### config.mk
export PLATFORM = sky130hd
export DESIGN_NAME = nmea_sentence_framer_unit
export DESIGN_NICKNAME = d
export VERILOG_FILES = /design/src/sv/nsf_pkg.sv /design/src/sv/nmea_sentence_framer_unit.sv
export SDC_FILE = /design/constraint.sdc
export NUM_CORES = 1
export LEC_CHECK = 0
export BUFFER_PORTS_ARGS = -buffer_cell sky130_fd_sc_hd__buf_2
export CAP_MARGIN = 5
export CELL_PAD_IN_SITES_DETAIL_PLACEMENT = 1
export CELL_PAD_IN_SITES_GLOBAL_PLACEMENT = 1
export CORE_ASPECT_RATIO = 1.5
export CORE_MARGIN = 4
export CORE_UTILIZATION = 47
export CTS_BUF_LIST = sky130_fd_sc_hd__clkbuf_4 sky130_fd_sc_hd__clkbuf_8 sky130_fd_sc_hd__clkbuf_16
export DETAILED_ROUTE_END_ITERATION = 10
export PLACE_DENSITY_LB_ADDON = 0.1
export SETUP_SLACK_MARGIN = 0.15
export SLEW_MARGIN = 20
export SYNTH_ARGS = -nofsm -noshare
export SYNTH_HDL_FRONTEND = slang
export SYNTH_SLANG_ARGS = --single-unit
export TNS_END_PERCENT = 10
### constraint.sdc
create_clock -name aclk -period 4.2 [get_ports aclk]
set_input_delay 0.21 -clock aclk [delete_from_list [all_inputs] [get_ports aclk]]
set_output_delay 0.21 -clock aclk [all_outputs]
set_load 0.02 [all_outputs]
### src/sv/nsf_pkg.sv
// Package for the NMEA sentence framer: result codes, limits and the result word type.
package nsf_pkg;

    localparam int FRAME_BYTES = 128;

    localparam logic [15:0] FRAME_GAP_RESET = 16'd1000;
    localparam logic [15:0] CHAR_GAP_RESET  = 16'd100;

    localparam logic [2:0] EV_NONE     = 3'd0;
    localparam logic [2:0] EV_START    = 3'd1;
    localparam logic [2:0] EV_CHAR     = 3'd2;
    localparam logic [2:0] EV_CS_OK    = 3'd3;
    localparam logic [2:0] EV_COMPLETE = 3'd4;
    localparam logic [2:0] EV_DROP     = 3'd5;
    localparam logic [2:0] EV_TIMEOUT  = 3'd6;

    localparam logic [1:0] CAUSE_NONE     = 2'd0;
    localparam logic [1:0] CAUSE_TOO_LONG = 2'd1;
    localparam logic [1:0] CAUSE_CHECKSUM = 2'd2;
    localparam logic [1:0] CAUSE_NO_LF    = 2'd3;

    localparam logic [0:0] REG_FRAME_GAP = 1'b0;
    localparam logic [0:0] REG_CHAR_GAP  = 1'b1;

    localparam logic [7:0] CH_DOLLAR = 8'h24;
    localparam logic [7:0] CH_STAR   = 8'h2A;
    localparam logic [7:0] CH_CR     = 8'h0D;
    localparam logic [7:0] CH_LF     = 8'h0A;
    localparam logic [7:0] CH_COMMA  = 8'h2C;
    localparam logic [7:0] CH_NINE   = 8'h39;
    localparam logic [7:0] CH_ZERO   = 8'h30;
    localparam logic [7:0] HEX_ALPHA_OFFSET = 8'd55;

    typedef struct packed {
        logic [2:0] event_res;
        logic [1:0] drop_cause;
        logic [7:0] running_xor;
        logic [6:0] body_length;
        logic [6:0] char_index;
        logic [7:0] body_char;
    } res_t;

    function automatic logic [7:0] hex_value(input logic [7:0] c);
        logic [7:0] v;
        if (c > CH_NINE) begin
            v = c - HEX_ALPHA_OFFSET;
        end else begin
            v = c - CH_ZERO;
        end
        return v;
    endfunction

endpackage

### src/sv/nmea_sentence_framer_unit.sv
// Top level of the NMEA sentence framer: framing, checksum, timeouts and output skid stage.
//
// Usage:
//   Input words arrive on s_tvalid/s_tready/s_tdata/s_tuser. s_tuser is the command
//   (0 = received byte in s_tdata, 1 = one time tick without a byte).
//   Every accepted input word yields exactly one result word on m_tvalid/m_tready,
//   with the event code in m_tuser and the payload fields packed in m_tdata.
//   The result word is registered; one word per cycle is sustained while the
//   receiver keeps m_tready high.
//   A second (skid) register holds one result while the receiver stalls, so one
//   more input word is taken during a stall; s_tready then drops until the
//   receiver takes a word.
//   Timeouts are written through cfg_we/cfg_index/cfg_data; the user must write them
//   only while idle, as the block does not enforce it; index 0 is the frame gap
//   timeout, index 1 the character gap timeout. Reset (aresetn low, synchronous)
//   empties both output registers, returns the framer to waiting for '$', clears
//   counters and checksum, and restores the timeouts to 1000 and 100 ticks.
module nmea_sentence_framer_unit (
    input  logic        aclk,
    input  logic        aresetn,
    input  logic        s_tvalid,
    output logic        s_tready,
    input  logic [7:0]  s_tdata,   // rx_byte
    input  logic        s_tuser,   // cmd
    output logic        m_tvalid,
    input  logic        m_tready,
    // body_char[7:0], char_index[14:8], body_length[21:15], running_xor[29:22],
    // drop_cause[31:30]
    output logic [31:0] m_tdata,
    output logic [2:0]  m_tuser,   // event_res
    input  logic        cfg_we,
    input  logic [0:0]  cfg_index,
    input  logic [15:0] cfg_data
);

    localparam logic [1:0] PH_WAIT_START = 2'd0;
    localparam logic [1:0] PH_BODY       = 2'd1;
    localparam logic [1:0] PH_WAIT_LF    = 2'd2;
    localparam logic [1:0] PH_CHECKSUM   = 2'd3;

    localparam logic [6:0] BODY_LIMIT = 7'(nsf_pkg::FRAME_BYTES - 1);

    logic [15:0] frame_gap_reg;
    logic [15:0] char_gap_reg;

    logic [1:0]  phase_reg, phase_next;
    logic [6:0]  body_count_reg, body_count_next;
    logic [7:0]  xor_reg, xor_next;
    logic        hex_seen_reg, hex_seen_next;
    logic [7:0]  hex_high_reg, hex_high_next;
    logic [15:0] idle_reg, idle_next;
    logic        inside_reg, inside_next;

    nsf_pkg::res_t res_next;
    nsf_pkg::res_t out_reg;
    nsf_pkg::res_t skid_reg;
    logic          out_valid_reg;
    logic          skid_valid_reg;

    logic        accept;
    logic        out_free;
    logic [7:0]  hv;
    logic [7:0]  rx_sum;
    logic [15:0] limit;

    assign s_tready = !skid_valid_reg;
    assign accept   = s_tvalid && s_tready;
    assign out_free = !out_valid_reg || m_tready;

    assign m_tvalid = out_valid_reg;
    assign m_tuser  = out_reg.event_res;
    assign m_tdata  = {out_reg.drop_cause, out_reg.running_xor, out_reg.body_length,
                       out_reg.char_index, out_reg.body_char};

    assign hv     = nsf_pkg::hex_value(s_tdata);
    assign rx_sum = {hex_high_reg[3:0], 4'b0000} + hv;
    assign limit  = inside_reg ? char_gap_reg : frame_gap_reg;

    always_comb begin
        phase_next      = phase_reg;
        body_count_next = body_count_reg;
        xor_next        = xor_reg;
        hex_seen_next   = hex_seen_reg;
        hex_high_next   = hex_high_reg;
        idle_next       = idle_reg;
        inside_next     = inside_reg;
        res_next        = '0;
        res_next.event_res  = nsf_pkg::EV_NONE;
        res_next.drop_cause = nsf_pkg::CAUSE_NONE;

        if (!s_tuser) begin
            idle_next = '0;
            unique case (phase_reg)
                PH_WAIT_START: begin
                    if (s_tdata == nsf_pkg::CH_DOLLAR) begin
                        xor_next           = '0;
                        body_count_next    = '0;
                        inside_next        = 1'b1;
                        phase_next         = PH_BODY;
                        res_next.event_res = nsf_pkg::EV_START;
                    end
                end
                PH_BODY: begin
                    if (s_tdata == nsf_pkg::CH_CR) begin
                        phase_next = PH_WAIT_LF;
                    end else if (s_tdata == nsf_pkg::CH_STAR) begin
                        hex_seen_next = 1'b0;
                        phase_next    = PH_CHECKSUM;
                    end else if (body_count_reg >= BODY_LIMIT) begin
                        res_next.event_res  = nsf_pkg::EV_DROP;
                        res_next.drop_cause = nsf_pkg::CAUSE_TOO_LONG;
                        phase_next          = PH_WAIT_START;
                        inside_next         = 1'b0;
                    end else begin
                        xor_next            = xor_reg ^ s_tdata;
                        res_next.body_char  = (s_tdata == nsf_pkg::CH_COMMA) ? 8'd0 : s_tdata;
                        res_next.char_index = body_count_reg;
                        body_count_next     = body_count_reg + 7'd1;
                        res_next.event_res  = nsf_pkg::EV_CHAR;
                    end
                end
                PH_WAIT_LF: begin
                    if (s_tdata == nsf_pkg::CH_LF) begin
                        res_next.event_res = nsf_pkg::EV_COMPLETE;
                    end else begin
                        res_next.event_res  = nsf_pkg::EV_DROP;
                        res_next.drop_cause = nsf_pkg::CAUSE_NO_LF;
                    end
                    phase_next  = PH_WAIT_START;
                    inside_next = 1'b0;
                end
                PH_CHECKSUM: begin
                    if (!hex_seen_reg) begin
                        hex_high_next = hv;
                        hex_seen_next = 1'b1;
                    end else begin
                        hex_seen_next = 1'b0;
                        if (rx_sum == xor_reg) begin
                            phase_next         = PH_BODY;
                            res_next.event_res = nsf_pkg::EV_CS_OK;
                        end else begin
                            res_next.event_res  = nsf_pkg::EV_DROP;
                            res_next.drop_cause = nsf_pkg::CAUSE_CHECKSUM;
                            phase_next          = PH_WAIT_START;
                            inside_next         = 1'b0;
                        end
                    end
                end
                default: begin
                    phase_next = PH_WAIT_START;
                end
            endcase
        end else begin
            if (idle_reg != 16'hFFFF) begin
                idle_next = idle_reg + 16'd1;
            end
            if (idle_next >= limit) begin
                phase_next         = PH_WAIT_START;
                inside_next        = 1'b0;
                res_next.event_res = nsf_pkg::EV_TIMEOUT;
            end
        end

        res_next.body_length = body_count_next;
        res_next.running_xor = xor_next;
    end

    always_ff @(posedge aclk) begin
        if (!aresetn) begin
            frame_gap_reg <= nsf_pkg::FRAME_GAP_RESET;
            char_gap_reg  <= nsf_pkg::CHAR_GAP_RESET;
        end else if (cfg_we) begin
            unique case (cfg_index)
                nsf_pkg::REG_FRAME_GAP: frame_gap_reg <= cfg_data;
                nsf_pkg::REG_CHAR_GAP:  char_gap_reg  <= cfg_data;
                default: ;
            endcase
        end
    end

    always_ff @(posedge aclk) begin
        if (!aresetn) begin
            phase_reg      <= PH_WAIT_START;
            body_count_reg <= '0;
            xor_reg        <= '0;
            hex_seen_reg   <= 1'b0;
            hex_high_reg   <= '0;
            idle_reg       <= '0;
            inside_reg     <= 1'b0;
        end else if (accept) begin
            phase_reg      <= phase_next;
            body_count_reg <= body_count_next;
            xor_reg        <= xor_next;
            hex_seen_reg   <= hex_seen_next;
            hex_high_reg   <= hex_high_next;
            idle_reg       <= idle_next;
            inside_reg     <= inside_next;
        end
    end

    always_ff @(posedge aclk) begin
        if (!aresetn) begin
            out_valid_reg  <= 1'b0;
            skid_valid_reg <= 1'b0;
        end else if (out_free) begin
            if (skid_valid_reg) begin
                out_valid_reg  <= 1'b1;
                skid_valid_reg <= 1'b0;
            end else begin
                out_valid_reg <= accept;
            end
        end else if (accept) begin
            skid_valid_reg <= 1'b1;
        end
    end

    always_ff @(posedge aclk) begin
        if (out_free) begin
            if (skid_valid_reg) begin
                out_reg <= skid_reg;
            end else if (accept) begin
                out_reg <= res_next;
            end
        end else if (accept) begin
            skid_reg <= res_next;
        end
    end

    a_skid_implies_out: assert property (@(posedge aclk) disable iff (!aresetn)
        skid_valid_reg |-> out_valid_reg)
        else $error("skid register full while output register empty");

    a_inside_matches_phase: assert property (@(posedge aclk) disable iff (!aresetn)
        inside_reg == (phase_reg != PH_WAIT_START))
        else $error("sentence flag disagrees with phase");

    a_body_bound: assert property (@(posedge aclk) disable iff (!aresetn)
        body_count_reg <= BODY_LIMIT)
        else $error("body count beyond frame limit");

    a_stall_fills_skid: assert property (@(posedge aclk) disable iff (!aresetn)
        (out_valid_reg && !m_tready && accept) |=> skid_valid_reg)
        else $error("word accepted during stall not held in skid register");

endmodule
Word-level counts from Yosys, hierarchy flattened
Index checks and enable logic that the tools add are counted.
- output and inout port bits: 37
- register bits after elaboration: 143
- word-level logic and storage cells: 136
- bits of input ports: 31
- add/sub/neg operators: 5
- equal/unequal tests: 20
- magnitude comparators: 3
- muxes and demuxes: 63
- bitwise logic cells: 6
- reductions and logical operators: 16
- operators by type and width (operator ; number):
    $mux 15 ; 5
    $mux 35 ; 2
    $mux 16 ; 4
    $mux 8 ; 7
    $mux 7 ; 5
    $eq 8x6->1 const B ; 3
    $mux 2 ; 10
    $ne 3x3->1 const B ; 6
    $add 16x1->16 const B ; 1
    $eq 8x4->1 const B ; 2
    $ge 16x16->1 ; 1
    $mux 1 ; 16
    $ne 16x16->1 const B ; 1
    $pmux 8 s2 ; 1
    $sub 8x6->8 const B ; 2
    $mux 5 ; 3
    $pmux 7 s2 ; 1
    $mux 3 ; 4
    $pmux 3 s4 ; 1
    $reduce_and 5->1 ; 2
    $add 8x8->8 ; 1
    $eq 8x8->1 ; 1
    $gt 8x6->1 const B ; 1
    $pmux 2 s4 ; 1
    other kinds (21) ; 32

Logic depth before layout (Yosys ltp)
Gate-level depths: netlist (run 1).
- depth after elaboration: 10
- gate-level depth with buffers: 15
- mapped depth without buffers: 14

Worst setup path before layout (run 1)
No wires, ideal clock.
- path kind: reg2reg
- start: register idle_reg[0]
- end: register out_reg (netlist bit m_tuser[1]), data pin
- path buffers: 0
- arrival time: 3.408 ns
- setup time: 0.267 ns
- data required time: 3.933 ns
- slack: 0.525 ns
- cell stages (with the launch flop): 15
- path through: dfxtp_1 > ha_1 > and2_1 > and3_1 > a31oi_1 > nand3_1 > xnor2_1 > ha_1 > a211o_1 > a21oi_1 > o21ai_0 > a2111oi_0 > o31ai_1 > a211oi_1 > o21ai_0
- cells in the longest elaborated chain, start to end: 8
- elaborated cells between the ends (all ways): 9
- ends and longest elaborated chain (what ; line ; source):
    from (decl) ; nmea_sentence_framer_unit.sv:51 ; logic [15:0] idle_reg, idle_next;
    from (signal assigned) ; nmea_sentence_framer_unit.sv:196 ; idle_reg <= idle_next;
    $add 16x1->16 / $ne 16x16->1 (equally long branches) ; nmea_sentence_framer_unit.sv:155, nmea_sentence_framer_unit.sv:154 ;
    $mux 16 * ; nmea_sentence_framer_unit.sv:154 ; if (idle_reg != 16'hFFFF) begin
    $mux 16 * ; nmea_sentence_framer_unit.sv:91 ; if (!s_tuser) begin
    $ge 16x16->1 * ; nmea_sentence_framer_unit.sv:157 ; if (idle_next >= limit) begin
    $mux 3 * ; nmea_sentence_framer_unit.sv:157 ;
    $mux 3 * ; nmea_sentence_framer_unit.sv:91 ;
    $mux 35 * ; nmea_sentence_framer_unit.sv:221 ; end else if (accept) begin
    $mux 35 * ; nmea_sentence_framer_unit.sv:219 ; if (skid_valid_reg) begin
    to (signal assigned) ; nmea_sentence_framer_unit.sv:220 ; out_reg <= skid_reg;
    to (signal assigned) ; nmea_sentence_framer_unit.sv:222 ; out_reg <= res_next;
    to (decl) ; nmea_sentence_framer_unit.sv:55 ; nsf_pkg::res_t out_reg;
Every way passes the cells marked *; elsewhere a longest branch is shown, timed or not. The select of a mux whose other input is x is not followed.
A chain may end at the register's enable or synchronous reset.

==> impl_results.md, run 1 <==
* Cells on worst reg2reg path at 16
* Most common cell in the netlist: nand2_1
* CTS tree: done
* Crit Path Class: reg -> reg
* Vias at 6147
* Final worst path period share at 90.0%
* Top_reg_cell synth: dfxtp_1
* Relative slew margins at 52.2%
* Share of layout cells above drive strength 1 at 21.2%
* FILL cells at 1774
* Synth top area cells: edfxtp_1, dfxtp_1, nand2_1
* # setup viols final at 0
* Post-synth top area share at 27.6%
* Static Leakage at 3.44 nW
* Max-Cap Viols at 0
* Crit path max-delay family: compound AO/OA/AOI/OAI gates
* Clk sink count at 143
* Vias in the first global route at 6780
* Register area at 3560 µm²
* N_diodes at 0
* Post-synthesis net count at 836
* RePlAce Congestion at 0.915
* Residual DRC at 0
* Clk root buf: clkbuf_16
* Hold path cells at 3
* Net Switching at 0.903 mW
* Ports at 68
* CP Buf/Inv Count at 2
* Largest net degree at the start of global routing at 63
* Synth async-reset ratio at 0%
* Seq/Total Area, Yosys at 46.7%
* Area taken by multi-input logic gates at 3870 µm²
* Critical Path AT at 3.93 ns
* FMAX at 264 MHz
* Cts hold-fix bufs at 0
* Clock share of power at 44.9%
* IO buf count at 67
* Grt met2 use at 46.9%
* Synth cell types at 70
* Fin. Hold Viols at 0
* Total negative slack at 0 ns
* CP max stage cell: a2111oi_2
* Routed Antenna Nets at 0
* CP Cell Sequence: ha_1 -> and2_1 -> and3_1 -> a31oi_1 -> buf_4 -> nand3_2 -> xnor2_2 -> ha_1 -> a21o_1 -> a21oi_1 -> nor2b_1 -> a2111oi_2 -> buf_4 -> o21a_1 -> nand2b_1 -> o21ai_0
* Iteration-0 DRC Markers at 271
* Logic pwr share at 9.3%
* Mean Syn Cell Area at 9.85 µm²
* Reg clk slew, reported paths at 0.07 ns
* RSZ-0062 raised after global routing: no
* Nets at 900
* Cell count after synthesis at 774
* Min Tclk post-route at 3.78 ns
* Die ar. at 18400 µm²
* Status: finished, final reports clean
* Bufs on Longest Clock Path at 2
* CP Launch Type: flip-flop
* Crit-path max cell delay at 0.38 ns
* DIE HEIGHT at 164 µm
* DP HPWL at 15700 µm
* Met1 usage at 23.5%
* Tightest Hold Check Type: in -> reg
* Initial Utilization at 48.4%
* Max rail drop VDD at 0.227 mV
* Pwr/cell area at 383 nW/µm²
* First drt pass iteration count at 4
* Rows at 56
* Total track usage at 23.9%
* H-tree levels at 4
* First-pass GRT wire length at 34800 µm
* Die Width at 112 µm
* EDFF count, synth at 70
* Grt ovf at 0
* Power Internal at 2.48 mW
* Leading cell types by count after synthesis: nand2_1, dfxtp_1, edfxtp_1
* Clock Latency Late Sink at 0.42 ns
* Cell Area, Synth at 7630 µm²
* Crit. End Element: flip-flop
* Crit path required time at 4.35 ns
* Initial antenna violation count at 0
* Switching share of power at 26.7%
* Max reg flops at 35
* Per-cell routed wire length at 20.4 µm
* Total CTS buffers at 17
* Via density at 5.83
* Synth-to-Final Area Change at 15.8%
* Yosys top cell by area: edfxtp_1
* Slew Viols, Final at 0
* Post-Route WL at 21500 µm
* Warnings from Yosys at 0
* #FFs+latches synth at 143
* GRT Max-Usage Layer: met2
* Worst hold margin at 0.0167 ns
* Final Skew at 0.0108 ns
* Worst slew pin tran at 0.717 ns
* Flop pwr share at 45.7%
* Worst Path Max Fanout at 6
* Core area at 15800 µm²
* Met3 GRT Util at 3.65%
* R2R Setup Slk at 0.42 ns
* Critical path depth at 16
## kinds of logic (layout without fill, tap and decap cells)
family	after synthesis	count (layout)	share of synthesized area (%)
compound gates	187	187	16.3
xor+xnor	25	25	2.87
fa+ha+maj	31	31	5.18
buf+inv	60	137	3.08
flops	143	143	46.7
mux	52	52	7.42
simple gates	276	276	18.4
## layer usage
| metal | vias up | part of all wire [%] | wire (µm) |
|---|---|---|---|
| li1 | 2927 | - | - |
| met1 | 3029 | 36 | 7720 |
| met2 | 134 | 56 | 12000 |
| met3 | 57 | 3.1 | 676 |
| met4 | 0 | 5.0 | 1080 |
| met5 | - | 0 | 0 |
## worst reg2reg max path, stage by stage, from the launching register on
cell and delay, ns:
dfxtp_1 0.35, ha_1 0.24, and2_1 0.20, and3_1 0.27, a31oi_1 0.20, buf_4 0.19
nand3_2 0.14, xnor2_2 0.18, ha_1 0.31, a21o_1 0.18, a21oi_1 0.15, nor2b_1 0.08
a2111oi_2 0.38, buf_4 0.19, o21a_1 0.21, nand2b_1 0.15, o21ai_0 0.09
## layout by cell type (no fill, tap or decap), types with 7 or more instances in the layout
master,instances
a21boi_0,29
a21o_1,11
a21oi_1,40
a22oi_1,8
a31oi_1,12
and2_1,18
and3_1,8
buf_2,67
buf_4,20
clkbuf_16,17
dfxtp_1,73
edfxtp_1,70
ha_1,30
inv_1,17
mux2_2,36
mux2i_1,16
nand2_1,109
nand2b_1,11
nand3_1,26
nor2_1,29
nor2b_1,19
nor3_1,14
nor3b_1,8
o21a_1,7
o21ai_0,34
xnor2_1,19
## repair_timing
item	CTS	global route
buffers inserted	0	0
gates resized for setup	0	8
setup endpoints to repair	0	7
## power groups by stage
stage | Clock, mW | Combinational, mW | Sequential [mW]
5_1_grt | 1.61 | 0.350 | 1.55
2_1_floorplan | 0 | 0.177 | 1.60
6_report | 1.52 | 0.316 | 1.55
3_3_place_gp | 0 | 0.307 | 1.58
4_1_cts | 1.54 | 0.321 | 1.55
3_5_place_dp | 0 | 0.319 | 1.58
## worst paths after layout
| kind | end | from |
|---|---|---|
| setup / recovery | skid_reg[34] | idle_reg[0] |
| hold / removal | char_gap_reg[2] | cfg_data[2] |
| setup reg to reg | skid_reg[34] | idle_reg[0] |
| hold reg to reg | frame_gap_reg[4] | frame_gap_reg[4] |
## final cells by class
| cell class | count | area share, % |
|---|---|---|
| tap | 203 | 2.88 |
| timing repair buffer | 87 | 5.50 |
| multi-input combinational | 571 | 43.8 |
| clock buffer | 17 | 4.82 |
| inverter | 18 | 0.765 |
| clock inverter | 15 | 1.88 |
| sequential | 143 | 40.4 |
## metrics by stage
| step | cells | setup WS (ns) | util (%) | cell area (µm²) | power, mW |
|---|---|---|---|---|---|
| 2_1_floorplan | 774 | 0.525 | - | 7630 | 1.78 |
| 3_3_place_gp | 1022 | 0.409 | 52.0 | 8200 | 1.88 |
| 3_5_place_dp | 1022 | 0.321 | 52.0 | 8200 | 1.90 |
| 4_1_cts | 1054 | 0.219 | 55.8 | 8790 | 3.41 |
| 5_1_grt | 1054 | 0.149 | 56.0 | 8830 | 3.51 |
| 6_report | 1054 | 0.419 | 56.0 | 8830 | 3.38 |
(Power assumes the default switching activity.)
==> run 2: changes to the inputs <==
--- a/config.mk
+++ b/config.mk
@@ -11,8 +11,8 @@
 export CELL_PAD_IN_SITES_GLOBAL_PLACEMENT = 1
 export CORE_ASPECT_RATIO = 1.5
 export CORE_MARGIN = 4
-export CORE_UTILIZATION = 47
-export CTS_BUF_LIST = sky130_fd_sc_hd__clkbuf_4 sky130_fd_sc_hd__clkbuf_8 sky130_fd_sc_hd__clkbuf_16
+export CORE_UTILIZATION = 30
+export CTS_CLUSTER_DIAMETER = 60
 export DETAILED_ROUTE_END_ITERATION = 10
 export PLACE_DENSITY_LB_ADDON = 0.1
 export SETUP_SLACK_MARGIN = 0.15
==> run 2 against run 1 <==
  * Worst setup slack better by 0.046 ns
  * Hold slack got worse by 0.0014 ns
  * Sequential power hardly changed
  * First-iteration DRC count shrank 15%
  * Clock skew is 0.00098 ns higher
  * Cell count increased by 13%
  * Maximum frequency is 1.2% higher
  * Critical endpoint unchanged
  * Highest routed layer unchanged
==> impl_results.md, run 2 (synthesized netlist as in run 1, its figures left out) <==
* Status: finished, final reports clean
* Nets at 908 (+0.89%)
* Synth-to-Final Area Change at 19.5%
* Grt ovf at 0 (unchanged)
* Crit. End Element: flip-flop
* Tightest Hold Check Type: in -> reg
* Power Total at 3.45 mW (+1.9%)
* Total CTS buffers at 17 (unchanged)
* Routed Antenna Nets at 0 (unchanged)
* Final core occ at 36.4% (-20 points)
* Min Tclk post-route at 3.73 ns (-0.0463 ns)
* # setup viols final at 0 (unchanged)
* Logic pwr share at 9.4% (about the same)
* Crit Path Class: reg -> reg
* Ports at 68 (unchanged)
* Post-Route WL at 22300 µm (+4.0%)
* Rows at 71 (+27%)
* Via density at 5.12 (-12%)
* Most common cell after layout, fill and taps aside: nand2_1
* FILL cells at 2851 (+61%)
* IO buf count at 67 (unchanged)
* Switching share of power at 25.0% (-1.7 points)
* Bufs on Longest Clock Path at 2 (unchanged)
* Per-cell routed wire length at 18.8 µm (-7.6%)
* N_diodes at 0 (unchanged)
* Worst slew pin tran at 0.890 ns (+0.173 ns)
* Max reg flops at 35 (unchanged)
* Final worst path period share at 88.9% (-1.1 points)
* Clk root buf: clkbuf_16
* H-tree levels at 4 (unchanged)
* RePlAce Congestion at 0.824 (-9.9%)
* Fin. Hold Viols at 0 (unchanged)
* Vias at 6072 (-1.2%)
* Flop pwr share at 44.9% (-0.8 points)
* Clock share of power at 45.7% (+0.8 points)
* Clk sink count at 143 (unchanged)
* FMAX at 268 MHz (+1.2%)
* Share of layout cells above drive strength 1 at 21.2% (+0.036 points)
* First drt pass iteration count at 4 (unchanged)
* Total negative slack at 0 ns (unchanged)
* Total track usage at 16.2% (-7.7 points)
* DP HPWL at 16800 µm (+7.0%)
* Die Width at 138 µm (+23%)
* Worst Path Max Fanout at 5 (-1)
* RSZ-0062 raised after global routing: no
* DIE HEIGHT at 203 µm (+24%)
* Core area at 25100 µm² (+59%)
* Largest net degree at the start of global routing at 51 (-19%)
* Worst hold margin at 0.0153 ns (-0.00139 ns)
* Initial Utilization at 30.4% (-18 points)
* First-pass GRT wire length at 36000 µm (+3.5%)
* Setup bufs post-CTS at 0 (unchanged)
* Reg clk slew, reported paths at 0.06 ns (about the same)
* Crit path required time at 4.37 ns (+0.02 ns)
* Register area at 3560 µm² (unchanged)
* Residual DRC at 0 (unchanged)
* Max rail drop VDD at 0.246 mV (+8.5%)
* Post-route insts no fill at 1187 (+13%)
* Area taken by multi-input logic gates at 3880 µm² (+0.49%)
* Initial antenna violation count at 0 (unchanged)
* Die ar. at 28100 µm² (+53%)
* CP Launch Type: flip-flop
* Pwr/cell area at 378 nW/µm² (-1.2%)
* Clock Latency Late Sink at 0.43 ns (about the same)
* CTS tree: done
* Slew Viols, Final at 0 (unchanged)
* Vias in the first global route at 6563 (-3.2%)
* Critical Path AT at 3.91 ns (-0.02 ns)
* Placed Instances at 1148 (+12%)
* Power Internal at 2.58 mW (+4.2%)
* Iteration-0 DRC Markers at 231 (-15%)
* Net Switching at 0.863 mW (-4.4%)
* Static Leakage at 3.48 nW (+1.2%)
* Relative slew margins at 40.7% (-12 points)
* Final Skew at 0.0118 ns (+0.000983 ns)
* Max-Cap Viols at 0 (unchanged)
* Commonest cells after routing, fill and taps aside: nand2_1, dfxtp_1, edfxtp_1
run 2: changes by cell type in the layout (fill, tap and decap cells not counted), sizes merged:
cell,delta
dlygate4sd3,+6
inv,-5
clkinv,+4
buf,+2
bufinv,+2
clkinvlp,-2
clkbuf,+1
run 2: through the flow:
stage	cell area [µm²]	setup WS (ns)
final	9110	0.465
after global routing	9110	0.182
after CTS	9050	0.208
after detailed placement	8370	-0.158
after global placement	8370	-0.00521
after floorplan	7630	0.525
run 2: path summary, 6_finish.rpt:
path,slack [ns],depth (start not counted),endpoint,start
hold / removal,0.02,3,char_gap_reg[6],cfg_data[6]
setup / recovery,0.47,15,skid_reg[34],idle_reg[0]
hold reg to reg,0.47,2,frame_gap_reg[11],frame_gap_reg[11]
setup reg to reg,0.47,15,skid_reg[34],idle_reg[0]
run 2: critical path, stage by stage (launching register included):
cell       delay, ns
dfxtp_1         0.36
ha_1            0.25
and2_1          0.21
and3_2          0.28
a31oi_4         0.22
buf_4           0.17
xor2_1          0.17
ha_1            0.27
a211o_1         0.26
a21oi_1         0.10
o21ai_0         0.12
a2111oi_2       0.46
buf_4           0.20
o21a_1          0.19
nand2b_1        0.14
o21ai_0         0.08
run 2: power groups by stage:
stage,Sequential (mW),Combinational [mW],Clock [mW]
3_3_place_gp,1.58,0.314,0
2_1_floorplan,1.60,0.177,0
3_5_place_dp,1.58,0.323,0
6_report,1.55,0.323,1.58
4_1_cts,1.55,0.329,1.63
5_1_grt,1.55,0.359,1.69
run 2: per-layer routing:
layer  vias to the layer above  share of wire [%]  track usage [%]
met1                      3000                 38             16.2
met4                         0                3.0             7.06
met2                        93                 57             32.2
met3                        32                2.4             2.79
li1                       2947                  -                -
met5                         -                  0                0
run 2: final cells by class:
cell class	instances	share of cell area [%]
multi-input cells	571	42.6
flip-flops and latches	143	39.1
repair buffers	95	6.29
clock buffers	18	4.71
well taps	328	4.50
clock inverters	14	1.99
inverters	18	0.742
run 2: timing repair:
item | in CTS | in global routing
setup endpoints to repair | 7 | 7
hold endpoints to repair | 7 | 0
hold buffers | 6 | 0
pin swaps | 0 | 3
resized for setup | 4 | 7
==> run 3: changes to the inputs <==
--- a/config.mk
+++ b/config.mk
@@ -5,6 +5,7 @@
 export SDC_FILE = /design/constraint.sdc
 export NUM_CORES = 1
 export LEC_CHECK = 0
+export ABC_AREA = 1
 export BUFFER_PORTS_ARGS = -buffer_cell sky130_fd_sc_hd__buf_2
 export CAP_MARGIN = 5
 export CELL_PAD_IN_SITES_DETAIL_PLACEMENT = 1
==> run 3 against run 2 <==
  * Cell count grew 14%
  * Clock power shrank 8%
  * Core utilization shrank 0.57 points
  * Largest cell class is now flip-flops and latches
==> impl_results.md, run 3 <==
* Worst Path Max Fanout at 5 (unchanged)
* Clock Latency Late Sink at 0.43 ns (about the same)
* R2R Setup Slk at 1.07 ns (+0.60 ns)
* H-tree levels at 4 (unchanged)
* Core area at 25100 µm² (unchanged)
* Top_reg_cell synth: dfxtp_1
* Residual DRC at 0 (unchanged)
* First-pass GRT wire length at 35800 µm (-0.56%)
* Tightest Hold Check Type: in -> reg
* Iteration-0 DRC Markers at 216 (-6.5%)
* Synth top area cells: edfxtp_1, dfxtp_1, nand2_1
* Vias in the first global route at 6691 (+2.0%)
* CP Launch Type: flip-flop
* N_diodes at 0 (unchanged)
* Commonest cells after routing, fill and taps aside: nand2_1, inv_1, nor2_1
* RSZ-0062 raised after global routing: no
* Vias at 6362 (+4.8%)
* Status: finished, final reports clean
* Initial antenna violation count at 1 (+1)
* First drt pass iteration count at 4 (unchanged)
* DP HPWL at 16500 µm (-1.5%)
* DIE HEIGHT at 203 µm (about the same)
* Rows at 71 (unchanged)
* Crit Path Class: reg -> reg
* Max-Cap Viols at 0 (unchanged)
* Most common cell type on the critical path: nand2_1
* #FFs+latches synth at 143 (unchanged)
* Min Tclk post-route at 3.13 ns (-0.603 ns)
* Post-synthesis net count at 1002 (+20%)
* Crit-path max cell delay at 0.37 ns (-0.09 ns)
* Worst slew pin tran at 1.03 ns (+0.138 ns)
* Mean Syn Cell Area at 8.12 µm² (-18%)
* Share of layout cells above drive strength 1 at 16.0% (-5.2 points)
* Synth-to-Final Area Change at 17.4%
* Final worst path period share at 74.6% (-14 points)
* Post-Route WL at 21900 µm (-1.9%)
* Power Total at 3.42 mW (-0.81%)
* Pwr/cell area at 381 nW/µm² (+0.79%)
* Total negative slack at 0 ns (unchanged)
* Largest net degree at the start of global routing at 49 (-3.9%)
* Initial Utilization at 30.5% (+0.045 points)
* Post-synth top area share at 27.5% (-0.041 points)
* Reg-to-Reg End: inside_reg
* Nets at 1073 (+18%)
* Grt ovf at 0 (unchanged)
* Hold path cells at 3 (unchanged)
* Clk root buf: clkbuf_16
* Crit path required time at 4.57 ns (+0.20 ns)
* Synth cell types at 49 (-30%)
* CTS tree: done
* Reg-to-reg startpoint: idle_reg[0]
* Ports at 68 (unchanged)
* Most common cell in the netlist: nand2_1
* Cell Area, Synth at 7640 µm² (+0.15%)
* Cells on worst reg2reg path at 18 (+3)
* CP max stage cell: nor3_1
* EDFF count, synth at 70 (unchanged)
* CP Cell Sequence: ha_1 -> inv_1 -> nor3_1 -> nor3b_4 -> nand2_2 -> nand3b_1 -> xnor2_1 -> ha_1 -> nand2_1 -> nor3_1 -> nand3_1 -> nand4_1 -> nand2_1 -> inv_1 -> nand3_1 -> nand2_1 -> nand2_1 -> nor2_1
* Setup bufs post-CTS at 0 (unchanged)
* Bufs on Longest Clock Path at 2 (unchanged)
* Critical Path Start: idle_reg[0]
* Seq/Total Area, Yosys at 46.7% (-0.069 points)
* Fin. Hold Viols at 0 (unchanged)
* Leading cell types by count after synthesis: nand2_1, inv_1, nor2_1
* Via density at 4.71 (-8.0%)
* Die Width at 138 µm (about the same)
* Routed Antenna Nets at 0 (unchanged)
* FILL cells at 3080 (+8.0%)
* Relative slew margins at 31.3% (-9.4 points)
* Total track usage at 16.1% (-0.077 points)
* Static Leakage at 3.88 nW (+11%)
* Cell count after synthesis at 940 (+21%)
* IO buf count at 67 (unchanged)
* Yosys top cell by area: edfxtp_1
* Max reg flops at 35 (unchanged)
* Total CTS buffers at 17 (unchanged)
* RePlAce Congestion at 0.802 (-2.6%)
* Die ar. at 28100 µm² (+0.14%)
* Clk sink count at 143 (unchanged)
* Crit. End Element: flip-flop
* Hold EP: frame_gap_reg[12]
* Per-cell routed wire length at 16.2 µm (-14%)
* FMAX at 319 MHz (+19%)
* Most common cell after layout, fill and taps aside: nand2_1
* # setup viols final at 0 (unchanged)
* Final Skew at 0.00759 ns (-0.00424 ns)
* Hold Startpoint: cfg_data[12]
* Reg clk slew, reported paths at 0.06 ns (about the same)
* Critical Path AT at 3.50 ns (-0.41 ns)
* Synth async-reset ratio at 0% (unchanged)
* Warnings from Yosys at 0 (unchanged)
* Max rail drop VDD at 0.285 mV (+16%)
* Slew Viols, Final at 0 (unchanged)
[run 3: worst max path at each step]
stage / depth (start not counted) / endpoint / slack, ns
4_1_cts: 18 / inside_reg / 1.01
5_1_grt: 20 / inside_reg / 0.63
6_report: 18 / inside_reg / 1.07
2_1_floorplan: 5 / skid_reg[0] / 1.31
3_5_place_dp: 20 / m_tuser[2] / 0.92
3_3_place_gp: 18 / m_tdata[31] / 0.99
[run 3: final cells by class]
cell class | count | area, µm² | share of cell area (%)
clock inverters | 12 | 80.1 | 0.893
repair buffers | 83 | 478 | 5.33
flip-flops and latches | 143 | 3560 | 39.7
inverters | 109 | 423 | 4.72
well taps | 328 | 410 | 4.58
clock buffers | 20 | 478 | 5.33
multi-input cells | 657 | 3530 | 39.4
[run 3: metrics by stage]
stage                     setup slack (ns)  hold WS [ns]  cell area [µm²]  std cells  utilization (%)
after global routing                 0.628        0.0412             8970       1352             35.8
after detailed placement             0.921         0.435             8320       1311             33.2
final                                 1.07        0.0254             8970       1352             35.8
after floorplan                       1.31         0.323             7640        940                -
after global placement               0.991         0.429             8320       1311             33.2
after CTS                             1.01       0.00129             8970       1352             35.8
[run 3: metal layers]
metal | part of all wire (%) | vias up | global-route usage, %
li1 | - | 3235 | -
met1 | 40 | 3024 | 16.8
met5 | 0.032 | - | 0
met4 | 2.4 | 2 | 5.61
met2 | 56 | 71 | 31.8
met3 | 2.4 | 30 | 2.98
[run 3: kinds of logic (layout without fill, tap and decap cells)]
| logic type | count (synthesis) | after routing | share of synthesized area [%] |
|---|---|---|---|
| simple gates | 440 | 440 | 26.1 |
| compound gates | 156 | 156 | 11.1 |
| flops | 143 | 143 | 46.7 |
| mux | 15 | 15 | 1.97 |
| xor+xnor | 15 | 15 | 1.72 |
| buf+inv | 140 | 224 | 7.31 |
| fa+ha+maj | 31 | 31 | 5.18 |
[run 3: critical path: cells and delay by family, from the launching register on]
family                   cells  cell delay (ns)
adder cells (fa/ha/maj)      2             0.51
flip-flops                   1             0.35
AND/OR/NAND/NOR             13             1.90
XOR/XNOR                     1             0.15
buffers and inverters        2             0.16
[run 3: repair_timing]
action / in CTS / in global routing
hold buffers: 9 / 0
endpoints found under the hold margin: 11 / 0
endpoints found under the setup margin: 0 / 0
gates resized for setup: 0 / 0
[run 3: where the power goes]
part,total [mW],internal [mW],switching [mW],leakage (nW)
clock,1.45,0.822,0.624,0.287
sequential,1.57,1.54,0.0356,1.28
combinational,0.402,0.130,0.272,2.31
total,3.42,2.49,0.931,3.88
